`src/hdl/wsl_pkg.sv`:
```
`default_nettype none
package wsl_pkg;

	localparam int FRAC_BITS   = 16;
	localparam int DATA_W      = 32;
	localparam int DIFF_W      = DATA_W + 1;
	localparam int DIV_W       = 64;
	localparam int SLOPE_ITERS = DIFF_W + FRAC_BITS;
	localparam int COMB_ITERS  = 32;
	localparam int CNT_W       = 7;

	typedef enum logic [3:0] {
		ST_IDLE,
		ST_SINGLE,
		ST_SL_START,
		ST_SL_WAIT,
		ST_SL_FIN,
		ST_C_SQ,
		ST_C_CMP,
		ST_C_BRANCH,
		ST_C_MUL1,
		ST_C_MUL2,
		ST_C_DIV_START,
		ST_C_DIV_WAIT,
		ST_C_RES,
		ST_EMIT
	} state_t;

	typedef enum logic [1:0] {
		OUT_SINGLE,
		OUT_LEFT,
		OUT_RIGHT
	} out_kind_t;

	typedef struct packed {
		logic      accept;
		logic      sl_div_start;
		logic      sl_fin;
		logic      second;
		logic      c_sq;
		logic      c_cmp;
		logic      c_mul1;
		logic      c_mul2;
		logic      c_div_start;
		logic      c_res;
		logic      out_load;
		out_kind_t out_kind;
		logic      commit;
		logic      clear;
	} cmd_t;

	typedef struct packed {
		logic have;
		logic cur_last;
		logic dx_zero;
		logic div_busy;
		logic do_divide;
		logic out_free;
	} sts_t;

	// signed saturation of an unsigned magnitude
	function automatic logic [DATA_W-1:0] sat_mag(input logic [DIV_W-1:0] q, input logic neg);
		logic [DIV_W-1:0] lim_neg;
		logic [DIV_W-1:0] lim_pos;
		logic [DATA_W-1:0] res;
		lim_neg = DIV_W'(64'h8000_0000);
		lim_pos = DIV_W'(64'h7fff_ffff);
		if (neg) begin
			if (q > lim_neg)
				res = {1'b1, {(DATA_W-1){1'b0}}};
			else
				res = DATA_W'(~q + DIV_W'(1));
		end else begin
			if (q > lim_pos)
				res = {1'b0, {(DATA_W-1){1'b1}}};
			else
				res = q[DATA_W-1:0];
		end
		return res;
	endfunction

	function automatic logic sat_hit(input logic [DIV_W-1:0] q, input logic neg);
		return neg ? (q > DIV_W'(64'h8000_0000)) : (q > DIV_W'(64'h7fff_ffff));
	endfunction

endpackage
`default_nettype wire

```
`src/hdl/wsl_ctrl.sv`:
```
`default_nettype none
module wsl_ctrl (
	input  wire logic          clk,
	input  wire logic          arst_n,
	input  wire logic          in_valid,
	input  wire logic          last_sample,
	input  wire wsl_pkg::sts_t sts,
	output logic               in_stall,
	output wsl_pkg::cmd_t      cmd
);

	wsl_pkg::state_t state_q, state_d;
	logic            second_q, second_d;

	always_ff @(posedge clk or negedge arst_n) begin
		if (!arst_n) begin
			state_q  <= wsl_pkg::ST_IDLE;
			second_q <= 1'b0;
		end else begin
			state_q  <= state_d;
			second_q <= second_d;
		end
	end

	always_comb begin
		state_d      = state_q;
		second_d     = second_q;
		cmd          = '0;
		cmd.second   = second_q;
		cmd.out_kind = wsl_pkg::OUT_SINGLE;
		in_stall     = (state_q != wsl_pkg::ST_IDLE);
		unique case (state_q)
			wsl_pkg::ST_IDLE: begin
				if (in_valid) begin
					cmd.accept = 1'b1;
					if (!sts.have)
						state_d = last_sample ? wsl_pkg::ST_SINGLE : wsl_pkg::ST_IDLE;
					else
						state_d = wsl_pkg::ST_SL_START;
				end
			end
			wsl_pkg::ST_SINGLE: begin
				if (sts.out_free) begin
					cmd.out_load = 1'b1;
					cmd.out_kind = wsl_pkg::OUT_SINGLE;
					state_d      = wsl_pkg::ST_IDLE;
				end
			end
			wsl_pkg::ST_SL_START: begin
				if (sts.dx_zero)
					state_d = wsl_pkg::ST_SL_FIN;
				else begin
					cmd.sl_div_start = 1'b1;
					state_d          = wsl_pkg::ST_SL_WAIT;
				end
			end
			wsl_pkg::ST_SL_WAIT: begin
				if (!sts.div_busy)
					state_d = wsl_pkg::ST_SL_FIN;
			end
			wsl_pkg::ST_SL_FIN: begin
				cmd.sl_fin = 1'b1;
				state_d    = wsl_pkg::ST_C_SQ;
			end
			wsl_pkg::ST_C_SQ: begin
				cmd.c_sq = 1'b1;
				state_d  = wsl_pkg::ST_C_CMP;
			end
			wsl_pkg::ST_C_CMP: begin
				cmd.c_cmp = 1'b1;
				state_d   = wsl_pkg::ST_C_BRANCH;
			end
			wsl_pkg::ST_C_BRANCH: begin
				state_d = sts.do_divide ? wsl_pkg::ST_C_MUL1 : wsl_pkg::ST_C_RES;
			end
			wsl_pkg::ST_C_MUL1: begin
				cmd.c_mul1 = 1'b1;
				state_d    = wsl_pkg::ST_C_MUL2;
			end
			wsl_pkg::ST_C_MUL2: begin
				cmd.c_mul2 = 1'b1;
				state_d    = wsl_pkg::ST_C_DIV_START;
			end
			wsl_pkg::ST_C_DIV_START: begin
				cmd.c_div_start = 1'b1;
				state_d         = wsl_pkg::ST_C_DIV_WAIT;
			end
			wsl_pkg::ST_C_DIV_WAIT: begin
				if (!sts.div_busy)
					state_d = wsl_pkg::ST_C_RES;
			end
			wsl_pkg::ST_C_RES: begin
				cmd.c_res = 1'b1;
				state_d   = wsl_pkg::ST_EMIT;
			end
			wsl_pkg::ST_EMIT: begin
				if (sts.out_free) begin
					cmd.out_load = 1'b1;
					cmd.out_kind = second_q ? wsl_pkg::OUT_RIGHT : wsl_pkg::OUT_LEFT;
					if (!second_q && sts.cur_last) begin
						second_d = 1'b1;
						state_d  = wsl_pkg::ST_C_SQ;
					end else if (!second_q) begin
						cmd.commit = 1'b1;
						state_d    = wsl_pkg::ST_IDLE;
					end else begin
						cmd.clear = 1'b1;
						second_d  = 1'b0;
						state_d   = wsl_pkg::ST_IDLE;
					end
				end
			end
			default: state_d = wsl_pkg::ST_IDLE;
		endcase
	end

endmodule
`default_nettype wire

```
`config.mk`:
```
export PLATFORM = sky130hd
export DESIGN_NAME = wsl_ctrl
export DESIGN_NICKNAME = d
export VERILOG_FILES = /design/src/hdl/wsl_pkg.sv /design/src/hdl/wsl_ctrl.sv
export SDC_FILE = /design/constraint.sdc
export NUM_CORES = 1
export LEC_CHECK = 0
export BUFFER_PORTS_ARGS = -buffer_cell sky130_fd_sc_hd__buf_4
export CORE_AREA = 2 2 39 41
export DETAILED_ROUTE_END_ITERATION = 10
export DIE_AREA = 0 0 41 43
export GPL_TIMING_DRIVEN = 0
export MAX_ROUTING_LAYER = met4
export PLACE_DENSITY = 0.69
export SYNTH_ARGS = -nofsm -noshare
export SYNTH_HDL_FRONTEND = slang
export SYNTH_SLANG_ARGS = --single-unit
```
`constraint.sdc`:
```
create_clock -name clk -period 2.3 [get_ports clk]
set_clock_uncertainty 0.2 [all_clocks]
set_input_delay 0.46 -clock clk [delete_from_list [all_inputs] [get_ports clk]]
set_output_delay 0.46 -clock clk [all_outputs]
set_load 0.1 [all_outputs]
```
==> out/qor.yml <==
end_kind: "primary output"
cts-htree-levels: 1
async_flop_share_pct: 100.0
drc: 0
largest_net_degree_at_the_start_of_global_routing: 11
cell_types_with_the_highest_counts_after_synthesis: "12 x sky130_fd_sc_hd__nor2_1, 6 x sky130_fd_sc_hd__nand2b_1"
power-per-cell-area_nw_per_um2: 1478
port_buffers: 25
cpMaxStageDelayCell: "sky130_fd_sc_hd__dfrtp_1"
io-pin-count: 26
clk_root_buffer_cell: "sky130_fd_sc_hd__clkbuf_4"
clkSinkCount: 5
synth_enable_flop_cells: 0
gpl.final_weighted_congestion: 0.8752
synth-warning-count: 0
synth_largest_type_area_fraction_pct: 25.77
tritoncts: "yes"
timing_worst_slew_pin_value_ns: 0.3415
yosysMostFrequentCell: "sky130_fd_sc_hd__nor2_1"
highest_layer: "met4"
max-clock-path-buffers: 2
track_usage_pct: 20.52
synthDominantAreaCellType: "sky130_fd_sc_hd__dfrtp_1"
worstSkewPairLatency_ns: 0.24
final_max_slew_viol_count: 0
wl_met2_um: 758
worst_hold_path_type: "in -> reg"
clk_transition_reported_paths_ns: 0.04
detail_route.iter0.violations: 48
design.die.area_sq_um: 1763
ys_seq_area_share_pct: 25.77
logic_pwr_share_pct: 77.0
p_switching_uw: 806.4
nets: 113
achievable-frequency_mhz: 442.9
met3RoutedLength_um: 156
std_cell_rows: 14
power_leakage_nw: 0.3619
worst_ep_arrival_time_ns: 1.60
initial_utilization_pct: 35.08
synth_top_cells_by_area: "sky130_fd_sc_hd__dfrtp_1 26%, sky130_fd_sc_hd__nor2_1 9.3%, sky130_fd_sc_hd__nand2b_1 7.7%"
yosys_register_bits: 5
worst_path_most_repeated_cell: "sky130_fd_sc_hd__buf_4"
fin_hold_ws_ns: 0.2821
maxSlewHeadroom_pct: 77.10
critical_path_buf_inv_count: 2
finalHoldViolations: 0
avgViaCountPerCell: 5.483
syn_nets: 81
detail_route.wirelength_um: 1537
antenna-diode-count: 0
placeableCoreArea_sq_um: 1384
globalRoute.totalOverflow: 0
dpl.cell_count: 112
syn_to_final_growth_pct: 76.03
ir_worst_vdd_v: 0.0008463
rsz0062_at_grt: "true"
detail_route.wl_per_cell_um: 13.03
dp_hpwl_um: 1125
detailroute.via_count: 647
fin_crit_sh_pct: 98.16
layout_min_cycle_time_ns: 2.258
crit_family: "buffers and inverters"
crit_type: "reg -> out"
dieHeight_um: 43
p_seq_share_pct: 14.9
syn_area_sq_um: 485.5
crit_chain: "buf_4 > nor2_1 > and3_1 > buf_4"
power_report.internal_total_uw: 456.6
crit_fanout: 10
grt_pass1_vias: 551
numCtsBuffers: 3
post_synth_num_cell_types: 27
power_switching_share_pct: 63.85
final-instance-count-excl-fill: 118
power_frac_clock_pct: 8.1
synthesis.area_per_instance_sq_um: 6.838
drv.max_cap_violation_count: 0
ys.flop_type: "sky130_fd_sc_hd__dfrtp_1"
grt_pass1_wl_um: 2408
grt_antenna_before_repair: 0
ratio_of_cells_with_drive_above_1_in_the_final_layout_pct: 50.98
detail-route-antenna-nets: 0
report.final.setup_viol: 0
worstSetupStartpointType: "register"
worst-endpoint-required_ns: 1.64
outcome: "completed"
max_stage_delay_ns: 0.41
drt-met1-wl_um: 597
fp.dieW_um: 41
number_of_detailed_route_iterations_in_the_first_pass: 4
netlist_instances: 71
filler_cell_count: 137
[repair_timing]
action,CTS,global route
hold buffers,1,0
buffers inserted,1,0
endpoints found under the hold margin,5,0
pin swaps,1,0
gates cloned,0,0
setup endpoints to repair,4,6
resized for setup,1,6
[final timing paths]
check	start	to	slack, ns	cells after the start
min in group asynchronous	arst_n	state_q[2]$_DFFE_PN0P_	0.37	2
max	state_q[2]$_DFFE_PN0P_	cmd[14]	0.04	4
max in group asynchronous	arst_n	state_q[0]$_DFFE_PN0P_	1.42	2
max reg2reg	state_q[0]$_DFFE_PN0P_	state_q[2]$_DFFE_PN0P_	0.52	4
min reg2reg	second_q$_DFFE_PN0P_	second_q$_DFFE_PN0P_	0.46	2
min	sts[0]	state_q[2]$_DFFE_PN0P_	0.28	2
[kinds of logic after synthesis]
kind of cell,after synthesis,synth area share [%]
flops,5,25.77
compound gates,19,25.00
buf+inv,9,8.763
simple gates,37,38.66
xor+xnor,1,1.804
[per-stage QoR]
| stage | TNS, ns | power (mW) | setup slack [ns] | util (%) | area, sq um |
|---|---|---|---|---|---|
| 2_1_floorplan | -0.5581 | 0.9600 | -0.2559 | - | 581.8 |
| 3_3_place_gp | -0.01702 | 1.139 | -0.01702 | 57.05 | 789.5 |
| 3_5_place_dp | -0.04275 | 1.138 | -0.04275 | 57.05 | 789.5 |
| 4_1_cts | 0 | 1.246 | 0.03065 | 60.49 | 837.1 |
| 5_1_grt | -0.04177 | 1.343 | -0.03817 | 61.75 | 854.6 |
| 6_report | 0 | 1.263 | 0.04235 | 61.75 | 854.6 |
[cells in the final DEF (no fill, tap or decap), types with 2 or more instances in the layout]
| cell | netlist | layout |
|---|---|---|
| sky130_fd_sc_hd__clkbuf_4 | 0 | 4 |
| sky130_fd_sc_hd__inv_1 | 3 | 3 |
| sky130_fd_sc_hd__dfrtp_2 | 0 | 2 |
| sky130_fd_sc_hd__o21ai_1 | 5 | 5 |
| sky130_fd_sc_hd__dfrtp_1 | 5 | 3 |
| sky130_fd_sc_hd__and3_1 | 2 | 2 |
| sky130_fd_sc_hd__buf_4 | 1 | 26 |
| sky130_fd_sc_hd__nand2b_1 | 6 | 6 |
| sky130_fd_sc_hd__buf_2 | 4 | 2 |
| sky130_fd_sc_hd__a211oi_1 | 2 | 2 |
| sky130_fd_sc_hd__a21oi_1 | 5 | 5 |
| sky130_fd_sc_hd__nor2_2 | 0 | 4 |
| sky130_fd_sc_hd__nor3_4 | 0 | 3 |
| sky130_fd_sc_hd__o32ai_1 | 2 | 2 |
| sky130_fd_sc_hd__nand2_1 | 5 | 5 |
| sky130_fd_sc_hd__nor2_1 | 12 | 5 |
| sky130_fd_sc_hd__nor2_4 | 0 | 3 |
[cell type report]
type	instances	area [sq um]	area share (%)
multi-input combinational	57	411.6	48.17
clock buffer	4	26.28	3.075
inverter	4	15.01	1.757
sequential	5	127.6	14.93
timing repair buffer	27	221.5	25.92
tap	16	20.02	2.343
buffer	5	32.53	3.807
[power by group through the flow]
stage / combinational [mW] / clock [mW] / sequential, mW
6_report: 0.973 / 0.102 / 0.188
5_1_grt: 1.03 / 0.117 / 0.198
4_1_cts: 0.959 / 0.104 / 0.183
3_5_place_dp: 0.954 / 0 / 0.184
3_3_place_gp: 0.955 / 0 / 0.185
2_1_floorplan: 0.789 / 0 / 0.171
[metal layers]
metal | GRT usage (%) | up-vias
li1 | - | 313
met1 | 27.63 | 289
met3 | 6.283 | 5
met4 | 6.000 | 0
met5 | - | -
met2 | 29.06 | 40
[sequential cells by signal, indices dropped and copies added, names as in the netlist]
| name | flops |
|---|---|
| state_q | 4 |
| second_q | 1 |
Note: power is estimated with default switching activity, not from simulation.
